File: src/ths_pkg.sv
// ----------------------------------------------------------------------------
// ths_pkg: shared definitions for the terrain height sampler
// Grid geometry, command and register codes, and the types that pass
// between the vertex store and the interpolation pipeline.
// ----------------------------------------------------------------------------
package ths_pkg;

  // Grid and number formats
  localparam int GRID_VERTS  = 256;
  localparam int COORD_W     = $clog2(GRID_VERTS);
  localparam int HEIGHT_BITS = 16;
  localparam int FRAC_W      = 8;
  localparam int POS_W       = COORD_W + FRAC_W;
  localparam int ONE_Q8      = 1 << FRAC_W;

  // Four banks split by the low bit of column and row
  localparam int NUM_BANKS   = 4;
  localparam int BANK_AW     = 2 * (COORD_W - 1);
  localparam int BANK_DEPTH  = (GRID_VERTS * GRID_VERTS) / NUM_BANKS;

  // Interpolation widths
  localparam int DIFF_W      = HEIGHT_BITS + 1;
  localparam int WGT_W       = FRAC_W + 1;
  localparam int PROD_W      = DIFF_W + WGT_W + 1;
  localparam int ACC_W       = PROD_W + 1;

  // Commands
  localparam logic CMD_LOAD  = 1'b0;
  localparam logic CMD_QUERY = 1'b1;

  // Configuration registers
  localparam int   CFG_IDX_W   = 1;
  localparam int   CFG_DATA_W  = 8;
  localparam logic [CFG_IDX_W-1:0] CFG_CELLS_X = 1'd0;
  localparam logic [CFG_IDX_W-1:0] CFG_CELLS_Z = 1'd1;
  localparam logic [CFG_DATA_W-1:0] CELLS_RESET = 8'd255;

  // Store access from the accept stage
  typedef struct packed {
    logic                          wr_en;
    logic                          rd_en;
    logic [COORD_W-1:0]            col;
    logic [COORD_W-1:0]            row;
    logic signed [HEIGHT_BITS-1:0] wdata;
  } store_req_t;

  // Four corner heights of one cell
  typedef struct packed {
    logic signed [HEIGHT_BITS-1:0] v00;
    logic signed [HEIGHT_BITS-1:0] v01;
    logic signed [HEIGHT_BITS-1:0] v10;
    logic signed [HEIGHT_BITS-1:0] v11;
  } verts_t;

  // Query side information
  typedef struct packed {
    logic              oor;
    logic [FRAC_W-1:0] fx;
    logic [FRAC_W-1:0] fz;
  } qinfo_t;

endpackage

File: src/ths_interp.sv
// ----------------------------------------------------------------------------
// ths_interp: triangle interpolation pipeline
// Three stages: triangle setup, weight multiplies, then sum, floor and
// saturation into the output register.
// ----------------------------------------------------------------------------
module ths_interp (
  input  logic                           clk_i,
  input  logic                           rst_ni,
  input  logic                           in_valid_i,
  output logic                           in_stall_o,
  input  ths_pkg::verts_t                verts_i,
  input  ths_pkg::qinfo_t                info_i,
  output logic                           out_valid_o,
  input  logic                           out_stall_i,
  output logic signed [ths_pkg::HEIGHT_BITS-1:0] height_out_o,
  output logic                           out_of_range_o
);
  import ths_pkg::*;

  logic en_c, en_d, en_e;

  // Setup stage registers
  logic                          c_v_q;
  logic                          c_oor_q;
  logic signed [HEIGHT_BITS-1:0] c_base_q;
  logic signed [DIFF_W-1:0]      c_d1_q, c_d2_q;
  logic [WGT_W-1:0]              c_w1_q, c_w2_q;
  logic signed [HEIGHT_BITS-1:0] c_base_d;
  logic signed [DIFF_W-1:0]      c_d1_d, c_d2_d;
  logic [WGT_W-1:0]              c_w1_d, c_w2_d;
  logic [WGT_W-1:0]              frac_sum;
  logic                          lower;

  // Multiply stage registers
  logic                          d_v_q;
  logic                          d_oor_q;
  logic signed [HEIGHT_BITS-1:0] d_base_q;
  logic signed [PROD_W-1:0]      d_p1_q, d_p2_q;

  // Output stage
  logic                          e_v_q;
  logic                          e_oor_q;
  logic signed [HEIGHT_BITS-1:0] e_height_q;
  logic signed [ACC_W-1:0]       acc;
  logic signed [ACC_W-FRAC_W-1:0] floored;
  logic signed [HEIGHT_BITS-1:0] sat;

  // Per-stage advance, bubbles collapse
  assign en_e       = !e_v_q || !out_stall_i;
  assign en_d       = !d_v_q || en_e;
  assign en_c       = !c_v_q || en_d;
  assign in_stall_o = !en_c;

  // Choose triangle and form differences and weights
  assign frac_sum = {1'b0, info_i.fx} + {1'b0, info_i.fz};
  assign lower    = (frac_sum <= WGT_W'(ONE_Q8));

  always_comb begin
    if (lower) begin
      c_base_d = verts_i.v00;
      c_d1_d   = DIFF_W'(verts_i.v10) - DIFF_W'(verts_i.v00);
      c_d2_d   = DIFF_W'(verts_i.v01) - DIFF_W'(verts_i.v00);
      c_w1_d   = {1'b0, info_i.fx};
      c_w2_d   = {1'b0, info_i.fz};
    end else begin
      c_base_d = verts_i.v11;
      c_d1_d   = DIFF_W'(verts_i.v01) - DIFF_W'(verts_i.v11);
      c_d2_d   = DIFF_W'(verts_i.v10) - DIFF_W'(verts_i.v11);
      c_w1_d   = WGT_W'(ONE_Q8) - {1'b0, info_i.fx};
      c_w2_d   = WGT_W'(ONE_Q8) - {1'b0, info_i.fz};
    end
  end

  // Valid bits
  always_ff @(posedge clk_i or negedge rst_ni) begin
    if (!rst_ni) begin
      c_v_q <= 1'b0;
      d_v_q <= 1'b0;
      e_v_q <= 1'b0;
    end else begin
      if (en_c) c_v_q <= in_valid_i;
      if (en_d) d_v_q <= c_v_q;
      if (en_e) e_v_q <= d_v_q;
    end
  end

  // Setup stage payload
  always_ff @(posedge clk_i) begin
    if (en_c) begin
      c_oor_q  <= info_i.oor;
      c_base_q <= c_base_d;
      c_d1_q   <= c_d1_d;
      c_d2_q   <= c_d2_d;
      c_w1_q   <= c_w1_d;
      c_w2_q   <= c_w2_d;
    end
  end

  // Weight multiplies
  always_ff @(posedge clk_i) begin
    if (en_d) begin
      d_oor_q  <= c_oor_q;
      d_base_q <= c_base_q;
      d_p1_q   <= PROD_W'(c_d1_q * $signed({1'b0, c_w1_q}));
      d_p2_q   <= PROD_W'(c_d2_q * $signed({1'b0, c_w2_q}));
    end
  end

  // Sum in Q20.8, floor to an integer, saturate to Q16.0
  assign acc     = (ACC_W'(d_base_q) <<< FRAC_W) + ACC_W'(d_p1_q) + ACC_W'(d_p2_q);
  assign floored = acc[ACC_W-1:FRAC_W];

  always_comb begin
    if (floored > (ACC_W-FRAC_W)'(signed'({1'b0, {(HEIGHT_BITS-1){1'b1}}})))
      sat = {1'b0, {(HEIGHT_BITS-1){1'b1}}};
    else if (floored < (ACC_W-FRAC_W)'(signed'({1'b1, {(HEIGHT_BITS-1){1'b0}}})))
      sat = {1'b1, {(HEIGHT_BITS-1){1'b0}}};
    else
      sat = floored[HEIGHT_BITS-1:0];
  end

  always_ff @(posedge clk_i) begin
    if (en_e) begin
      e_oor_q    <= d_oor_q;
      e_height_q <= d_oor_q ? '0 : sat;
    end
  end

  assign out_valid_o    = e_v_q;
  assign height_out_o   = e_height_q;
  assign out_of_range_o = e_oor_q;

`ifndef SYNTHESIS
  // An out-of-range result always carries a zero height
  a_oor_zero: assert property (@(posedge clk_i) disable iff (!rst_ni)
    (out_valid_o && out_of_range_o) |-> (height_out_o == '0))
    else $error("out-of-range result with nonzero height");
`endif

endmodule

File: config.mk
export PLATFORM = sky130hd
export DESIGN_NAME = ths_interp
export DESIGN_NICKNAME = d
export VERILOG_FILES = /design/src/ths_pkg.sv /design/src/ths_interp.sv
export SDC_FILE = /design/constraint.sdc
export NUM_CORES = 1
export LEC_CHECK = 0
export BUFFER_PORTS_ARGS = -buffer_cell sky130_fd_sc_hd__clkbuf_2
export CORE_ASPECT_RATIO = 0.7
export CORE_MARGIN = 8
export CORE_UTILIZATION = 35
export CTS_CLUSTER_DIAMETER = 120
export DETAILED_ROUTE_END_ITERATION = 8
export GPL_ROUTABILITY_DRIVEN = 0
export PLACE_DENSITY_LB_ADDON = 0.25
export SYNTH_ARGS = -nofsm -noshare
export SYNTH_HDL_FRONTEND = slang
export SYNTH_SLANG_ARGS = --single-unit
File: constraint.sdc
create_clock -name clk_i -period 16.97 [get_ports clk_i]
set_input_delay 2.5455 -clock clk_i [delete_from_list [all_inputs] [get_ports clk_i]]
set_output_delay 2.5455 -clock clk_i [all_outputs]
set_load 0.03 [all_outputs]
==> summary.md, run 1 <==
| Metric | Value |
|---|---|
| Cell family with most CP delay | adder cells |
| Vias in the first global route | 15300 |
| First-pass GRT wire length | 86300 um |
| Routed WL | 55900 um |
| Met1 Use GR | 0.247 |
| CTS tree | yes |
| Yosys reg bits | 160 |
| Initial antenna violation count | 4 |
| Antenna viol nets, final | 0 |
| Skew-Pair Late Insertion Delay | between 400 and 500 ps |
| Post-synth cell types | 66 |
| Max clock buf depth | 2 |
| Die W | 310 um |
| Critical path required time | 17170 ps |
| Wire per inst | 18.2 um |
| Run status | completed |
| Initial DRC count | 1169 |
| Synth warn | 0 |
| Crit end category | flip-flop |
| Net count after synthesis | 2763 |
| Largest net degree at the start of global routing | 73 |
| Post-layout min period | 6140 ps |
| Clock sink count | 160 |
| Boundary Pins | about 100 |
| Final setup violation count | 0 |
| Final slew viol count | 0 |
| FP Rows | 75 |
| CP Launch Type | flip-flop |
| Via-per-instance ratio | roughly 4.9 |
| Gr usage total | 0.160 |
| DP Wirelength | 46900 um |
| Max Clock Freq | ~0.16 GHz |
| Crit-path cells | nand2_1 -> fa_1 -> inv_1 -> fa_1 -> fa_1 -> fa_1 -> inv_1 -> fa_1 -> inv_1 -> ha_1 -> a21oi_1 -> o22ai_1 -> o31a_1 -> o21a_1 -> a311o_1 -> a31o_2 -> a21oi_1 -> xnor2_1 |
| Detailed Routing Iterations Pass 1 | 5 |
| Fin crit share | 0.362 |
| Worst-case clock skew | 17.6 ps |
| Post CTS Setup Buffer Count | 0 |
| Mean Syn Cell Area | 9.77 um^2 |
| Crit path top cell by count | fa_1 |
| Final Hold Fails | 0 |
| Residual DRC | 0 |
| Worst-path clk slew | 80 ps |
| Placed Area | 22600 um^2 |
| Worst path arrival time | 6340 ps |
| Slew @ Worst Pin | 1000 ps |
| Bufs and invs on worst path | 3 |
| MaxCap Viol Count | 0 |
| H-tree depth | 4 |
| CTS-repair resized insts | 0 |
| Number of port buffers | just over 100 |
| Area leader, netlist | fa_1 |
| Die ar. | 68900 um^2 |
| Via count | 15100 |
| Async set-or-reset flop fraction in the synthesized netlist | 0.0188 |
| Met3 usage | 0.0458 |
| Most used DFF post-synth | edfxtp_1 |
| Height of the die | 222 um |
| Top cells by count, synth | inv_1 (396), fa_1 (282), ha_1 (224), nand2_1 (215), and2_1 (169) |
| RSZ-0062 raised after global routing | false |
| Sequential share of the synthesized area | 0.226 |
| Crit path largest cell delay | 860 ps |
| GRT Residual Overflow | 0 |
| Cts hold-fix bufs | 0 |
| Share of layout cells above drive strength 1 | 0.0676 |
| Largest cells by area after synthesis | fa_1 (27%), edfxtp_1 (22%), ha_1 (13%) |
| Nets | 2840 |
| Worst hold slack | 436 ps |
| TNS Setup | 0 ps |
| Slowest CP cell | edfxtp_1 |
| Met2 usage | 0.222 |
| CP Class | flip-flop to flip-flop |
| Pre-CTS WS | 10720 ps |
| PnR worst setup slack | 10830 ps |
| Slew headroom | 0.331 |
| Core ar. | approximately 60000 um^2 |
| Initial Util | 0.354 |
| CTS Buf Count | 17 |
| Top-count cell post-synth | inv_1 |
| Synth Instances | 2172 |
| Gr busiest metal | met1 |
| Hold Path Class | flip-flop to flip-flop |
| Fin area | 23200 um^2 |
| Crit-path max FO | 17 |
| Synthesized area | about 21000 um^2 |
| Layout area overhead | 9.38% |
| Synth top area share | 0.266 |
| Post-synth EDFFs | 157 |
| Root buffer cell | clkbuf_16 |
stage by stage:
stage                     utilization  instances
after floorplan                     -       2172
after global placement          0.377       3038
after detailed placement        0.377       3038
after CTS                       0.387       3070
after global routing            0.387       3070
final                           0.387       3071
flip-flops by register name, summed over array words and instances, names as in the netlist:
name,count
c_base_q,16
c_d1_q,17
c_d2_q,17
c_oor_q,1
c_v_q,1
c_w1_q,9
c_w2_q,9
d_base_q,16
d_oor_q,1
d_p1_q,27
d_p2_q,27
d_v_q,1
height_out_o,16
out_of_range_o,1
out_valid_o,1
kinds of logic (layout without fill, tap and decap cells):
logic type / count (synthesis) / after routing / synth area share
XOR/XNOR: 128 / 128 / 0.0528
multiplexers: 14 / 14 / 0.00672
buffers and inverters: 443 / 533 / 0.0789
AND/OR/NAND/NOR: 597 / 597 / 0.140
flip-flops: 160 / 160 / 0.226
adder cells (fa/ha/maj): 506 / 506 / 0.398
AO/OA/AOI/OAI: 324 / 324 / 0.0979
other: 0 / 1 / 0
routing by layer:
metal / part of all wire / up-vias
li1: - / 7212
met4: 0.0094 / 0
met3: 0.086 / 36
met1: 0.51 / 7420
met5: 0 / -
met2: 0.39 / 470
worst paths after layout:
path	start	endpoint	slack, ps	cells after the start
worst min register to register	c_oor_q	d_oor_q	440	0
max in group asynchronous	rst_ni	d_v_q	15000	1
min in group asynchronous	rst_ni	c_v_q	1860	1
worst min-delay path	c_oor_q	d_oor_q	440	0
worst max register to register	c_w2_q[1]	d_p2_q[25]	10830	18
worst max-delay path	c_w2_q[1]	d_p2_q[25]	10830	18
worst register-to-register path, delay by kind of cell (launching register included):
family,cells,cell delay [ps]
adder cells (fa/ha/maj),6,2870
AO/OA/AOI/OAI,7,1710
flip-flops,1,860
XOR/XNOR,1,80
AND/OR/NAND/NOR,1,190
buffers and inverters,3,150
final cells by class:
cell class,instances,area [um^2]
antenna,1,2.50
clock buffer,17,425
clock inverter,15,188
fill,5935,36800
inverter,396,1490
multi-input combinational,1569,14800
sequential,160,4790
tap,808,1010
timing repair buffer,105,531
placed cells by master (no fill, tap or decap), drive strengths merged, types with 24 or more instances in the layout:
master,count
and2,169
inv,402
o21ai,81
edfxtp,157
o21a,26
nor2,79
ha,224
nor3,24
xnor2,83
a21o,36
nand2,215
xor2,45
clkbuf,120
a21oi,86
fa,282
Power of run 1 is left out: the tool's default activity adds up to more than one toggle a clock period on the data nets, which glitch-free logic cannot reach.
==> run 2, diff against run 1 <==
clock period = 5.5 ns   (was 16.97 ns; I/O delays follow)
==> summary.md, run 2 (synthesized netlist as in run 1, its figures left out) <==
| Metric | Value |
|---|---|
| Initial antenna violation count | 6 |
| Crit path largest cell delay | 520 ps |
| Boundary Pins | about 100 |
| Placed Area | 23300 um^2 |
| Reg-to-reg startpoint | c_d2_q[4] |
| MaxCap Viol Count | 0 |
| Fin area | 24700 um^2 |
| Number of port buffers | 103 |
| Root buffer cell | clkbuf_16 |
| Die ar. | 68900 um^2 |
| H-tree depth | 4 |
| Gr usage total | 0.163 |
| Met2 routed WL | 23400 um |
| Reg2Reg Setup Slack | 60 ps |
| Via-per-instance ratio | around 5 |
| Layout area overhead | 16.2% |
| Final setup violation count | 0 |
| Post-layout min period | 5440 ps |
| Slew @ Worst Pin | 1050 ps |
| Crit-path cells | buf_6 -> and2_4 -> fa_1 -> fa_1 -> fa_1 -> fa_1 -> inv_1 -> fa_1 -> inv_1 -> ha_4 -> buf_4 -> nand2_4 -> o22ai_1 -> o31a_1 -> o21a_1 -> a311o_1 -> a31o_2 -> a21oi_2 -> xnor2_1 |
| Top Layer Used | met5 |
| Critical R2R Capture | d_p2_q[25] |
| Max clock buf depth | 2 |
| Crit end category | flip-flop |
| Fin crit share | 0.990 |
| Wire per inst | approximately 18 um |
| Vias in the first global route | ~16000 |
| FP Rows | 75 |
| Crit-path max FO | 4 |
| Initial DRC count | 934 |
| Critical path required time | 5700 ps |
| Worst hold slack | 159 ps |
| Met3 Routed Length | 3340 um |
| Max Clock Freq | about 0.18 GHz |
| Slew headroom | 0.300 |
| Largest registers | d_p1_q x27, d_p2_q x27 |
| First-pass GRT wire length | ~89000 um |
| Share of layout cells above drive strength 1 | 0.151 |
| Worst-case clock skew | approximately 14 ps |
| TNS Setup | 0 ps |
| Run status | completed |
| Die W | approximately 310 um |
| Bufs and invs on worst path | 4 |
| Cell family with most CP delay | adder cells |
| CP Launch Type | flip-flop |
| GRT Residual Overflow | 0 |
| Largest net degree at the start of global routing | between 70 and 80 |
| Clock sink count | 160 |
| Worst-path clk slew | 80 ps |
| Cts hold-fix bufs | 0 |
| Skew-Pair Late Insertion Delay | 450 ps |
| Nets | 2977 |
| Via count | 15600 |
| Cells on worst reg2reg path | 19 |
| DP Wirelength | 48600 um |
| Core ar. | 60000 um^2 |
| Crit path top cell by count | fa_1 |
| CTS tree | yes |
| Initial Util | 0.354 |
| Met1 Wirelength | 29800 um |
| Antenna viol nets, final | 0 |
| Slowest CP cell | fa_1 |
| Detailed Routing Iterations Pass 1 | 5 |
| Hold Path Class | primary input to asynchronous set/reset pin |
| Worst path arrival time | approximately 5600 ps |
| Final slew viol count | 0 |
| CTS Buf Count | 17 |
| Most common cell after layout, fill and taps aside | inv_1 |
| Height of the die | around 220 um |
| Routed WL | 57100 um |
| Residual DRC | 0 |
| Most frequent cells in the layout | inv_1 (391), fa_1 (270), ha_1 (207) |
| CP Class | flip-flop to flip-flop |
| Final Hold Fails | 0 |
| RSZ-0062 raised after global routing | true |
==> run 2: cell types whose count changed in the layout (fill, tap and decap cells not counted), sizes merged <==
cell	delta
buf	+137
bufinv	+2
clkinv	-5
clkinvlp	+1
inv	+2
diode	+1
==> run 2: cell type report <==
| cell class | instances | area (um^2) |
|---|---|---|
| Clock inverter | 15 | 190 |
| Timing Repair Buffer | 242 | 1610 |
| Antenna cell | 2 | 5.00 |
| Fill cell | 5859 | 35300 |
| Inverter | 396 | 1490 |
| Multi-Input combinational cell | 1569 | 15100 |
| Sequential cell | 160 | 4790 |
| Tap cell | 808 | 1010 |
| Clock buffer | 17 | 425 |
==> run 2: stage by stage <==
stage                     worst slack (ps)  instances  utilization
after global placement               -30.8       3134        0.389
final                                 56.5       3209        0.411
after global routing                  -163       3207        0.411
after detailed placement              -166       3134        0.389
after CTS                             1.13       3177        0.401
after floorplan                      -18.4       2172            -
==> run 2: routing by layer <==
| layer | GRT usage | vias up |
|---|---|---|
| li1 | - | 7487 |
| met2 | 0.235 | 403 |
| met4 | 0.0258 | 6 |
| met5 | 0 | - |
| met1 | 0.255 | 7668 |
| met3 | 0.0283 | 46 |
==> run 2: repair_timing <==
action                                  CTS  global route
hold endpoints to repair                  0             0
pin swaps                                 2            70
gates cloned                              0             1
resized for setup                         9            94
buffers inserted                         11            30
endpoints found under the setup margin    7            17
==> run 2: worst max-delay path by stage <==
stage | startpoint | cells after the start | slack (ps) | end
2_1_floorplan | c_w2_q[1] | 20 | -20 | d_p2_q[25]
3_3_place_gp | c_d2_q[4] | 21 | -30 | d_p2_q[26]
3_5_place_dp | c_w1_q[2] | 21 | -170 | d_p1_q[26]
4_1_cts | c_d1_q[6] | 21 | 1 | d_p1_q[26]
5_1_grt | c_w1_q[2] | 21 | -160 | d_p1_q[26]
6_report | c_d2_q[4] | 19 | 60 | d_p2_q[25]
Power of run 2 is left out for the same reason.
==> run 3, diff against run 2 <==
CELL_PAD_IN_SITES_DETAIL_PLACEMENT = 0   (was unset)
CELL_PAD_IN_SITES_GLOBAL_PLACEMENT = 1   (was unset)
PLACE_DENSITY_LB_ADDON = 0.12   (was 0.25)
==> summary.md, run 3 (synthesized netlist as in run 1, its figures left out) <==
| Metric | Value |
|---|---|
| DP Wirelength | ~51000 um |
| MaxCap Viol Count | 0 |
| Max Clock Freq | 0.182 GHz |
| Reg-to-reg startpoint | c_w1_q[5] |
| Pre-CTS WS | -140 ps |
| Via count | 15400 |
| Final setup violation count | 0 |
| Worst path arrival time | 5790 ps |
| Die W | 310 um |
| Cts hold-fix bufs | 0 |
| H-tree depth | 4 |
| Cells on worst reg2reg path | 20 |
| Slew headroom | 0.320 |
| Bufs and invs on worst path | 4 |
| Crit end category | flip-flop |
| Cell family with most CP delay | adder cells |
| Height of the die | 222 um |
| Crit path top cell by count | fa_1 |
| Root buffer cell | clkbuf_16 |
| Antenna cell count | 0 |
| Post-layout min period | 5490 ps |
| Slew @ Worst Pin | 1020 ps |
| Die ar. | 68900 um^2 |
| Critical path required time | ~5800 ps |
| PnR worst setup slack | 7.62 ps |
| Most frequent cells in the layout | inv_1 (390), fa_1 (269), nand2_1 (210) |
| Number of port buffers | ~100 |
| Fin crit share | 0.999 |
| First-pass GRT wire length | 92800 um |
| Boundary Pins | 104 |
| Critical path startpoint | c_w1_q[5] |
| Hold Path Class | primary input to asynchronous set/reset pin |
| Routed WL | 59200 um |
| Final Hold Fails | 0 |
| GRT Residual Overflow | 0 |
| Largest registers | d_p1_q x27, d_p2_q x27 |
| Run status | completed |
| CTS tree | yes |
| Skew-Pair Late Insertion Delay | 450 ps |
| FP Rows | 75 |
| Crit-path cells | buf_6 -> buf_4 -> and2_4 -> fa_1 -> fa_1 -> fa_1 -> fa_1 -> inv_2 -> fa_1 -> inv_2 -> ha_4 -> nand4_1 -> nor2_2 -> a21oi_2 -> o311ai_4 -> nand3_1 -> nand3b_1 -> a211o_1 -> a2111o_1 -> o211ai_1 |
| Final slew viol count | 0 |
| Reg2Reg Setup Slack | around 7.6 ps |
| Worst-case clock skew | between 10 and 15 ps |
| Crit path largest cell delay | between 500 and 600 ps |
| Gr usage total | 0.173 |
| Worst-path clk slew | 70 ps |
| Layout area overhead | 17.6% |
| CP Class | flip-flop to flip-flop |
| Clock sink count | between 150 and 200 |
| Most common cell after layout, fill and taps aside | inv_1 |
| Setup crit end | d_p1_q[26] |
| Critical R2R Capture | d_p1_q[26] |
| Antenna viol nets, final | 0 |
| Initial antenna violation count | 1 |
| Nets | 3014 |
| Initial DRC count | 791 |
| Fillers | 5925 |
| Crit-path max FO | 6 |
| Via-per-instance ratio | 4.75 |
| Wire per inst | 18.2 um |
| Largest net degree at the start of global routing | 73 |
| Detailed Routing Iterations Pass 1 | 5 |
| Share of layout cells above drive strength 1 | 0.165 |
| CTS Buf Count | 17 |
| Cell count along the critical path | 20 |
| Vias in the first global route | 16200 |
| Slowest CP cell | fa_1 |
| Initial Util | 0.354 |
| Core ar. | 60000 um^2 |
| Residual DRC | 0 |
| CP Launch Type | flip-flop |
| Max clock buf depth | 2 |
| RSZ-0062 raised after global routing | true |
## run 3: cell types whose count changed in the layout (fill, tap and decap cells not counted), sizes merged
cell and delta:
clkbuf +1, diode -2, clkinv +2, buf +37
bufinv -1, inv -2
## run 3: timing repair
item | 4_1_cts | 5_1_grt
endpoints found under the setup margin | 10 | 17
gates resized for setup | 9 | 100
pin swaps | 5 | 52
buffers inserted | 22 | 33
## run 3: worst min-delay path by stage
stage                 startpoint      endpoint  depth (start not counted)
floorplan            c_base_q[0]   d_base_q[0]                          0
global placement    c_base_q[14]  d_base_q[14]                          0
detailed placement       c_oor_q       d_oor_q                          0
CTS                       rst_ni         c_v_q                          1
global route              rst_ni         c_v_q                          1
finish                    rst_ni         c_v_q                          1
## run 3: area by class of cell
type	instances	area, um^2	area share
multi-input cells	1569	15200	0.609
flip-flops and latches	160	4790	0.192
repair buffers	279	1920	0.0768
inverters	396	1490	0.0596
well taps	808	1010	0.0405
clock buffers	18	429	0.0172
clock inverters	14	130	0.00522
## run 3: metrics by stage
stage,setup TNS [ps],area (um^2),std cells,util,hold slack (ps)
5_1_grt,-468,24900,3244,0.416,154
4_1_cts,0,24300,3211,0.405,151
2_1_floorplan,-18.4,21200,2172,-,400
3_5_place_dp,-729,23500,3157,0.392,410
3_3_place_gp,-338,23500,3157,0.392,412
6_report,0,24900,3244,0.416,173
## run 3: routing by layer
| metal | part of all wire | up-vias | global-route usage |
|---|---|---|---|
| li1 | - | 7561 | - |
| met1 | 0.54 | 7538 | 0.269 |
| met2 | 0.40 | 269 | 0.244 |
| met3 | 0.052 | 27 | 0.0404 |
| met4 | 0.0072 | 0 | 0.0225 |
| met5 | 0 | - | 0 |
## run 3: worst reg2reg max path: cells and delay by family (launching register included)
kind / cells / cell delay [ps]
buf+inv: 4 / 410
compound gates: 5 / 1120
fa+ha+maj: 6 / 2740
simple gates: 5 / 640
flops: 1 / 430
Power of run 3 is left out for the same reason.
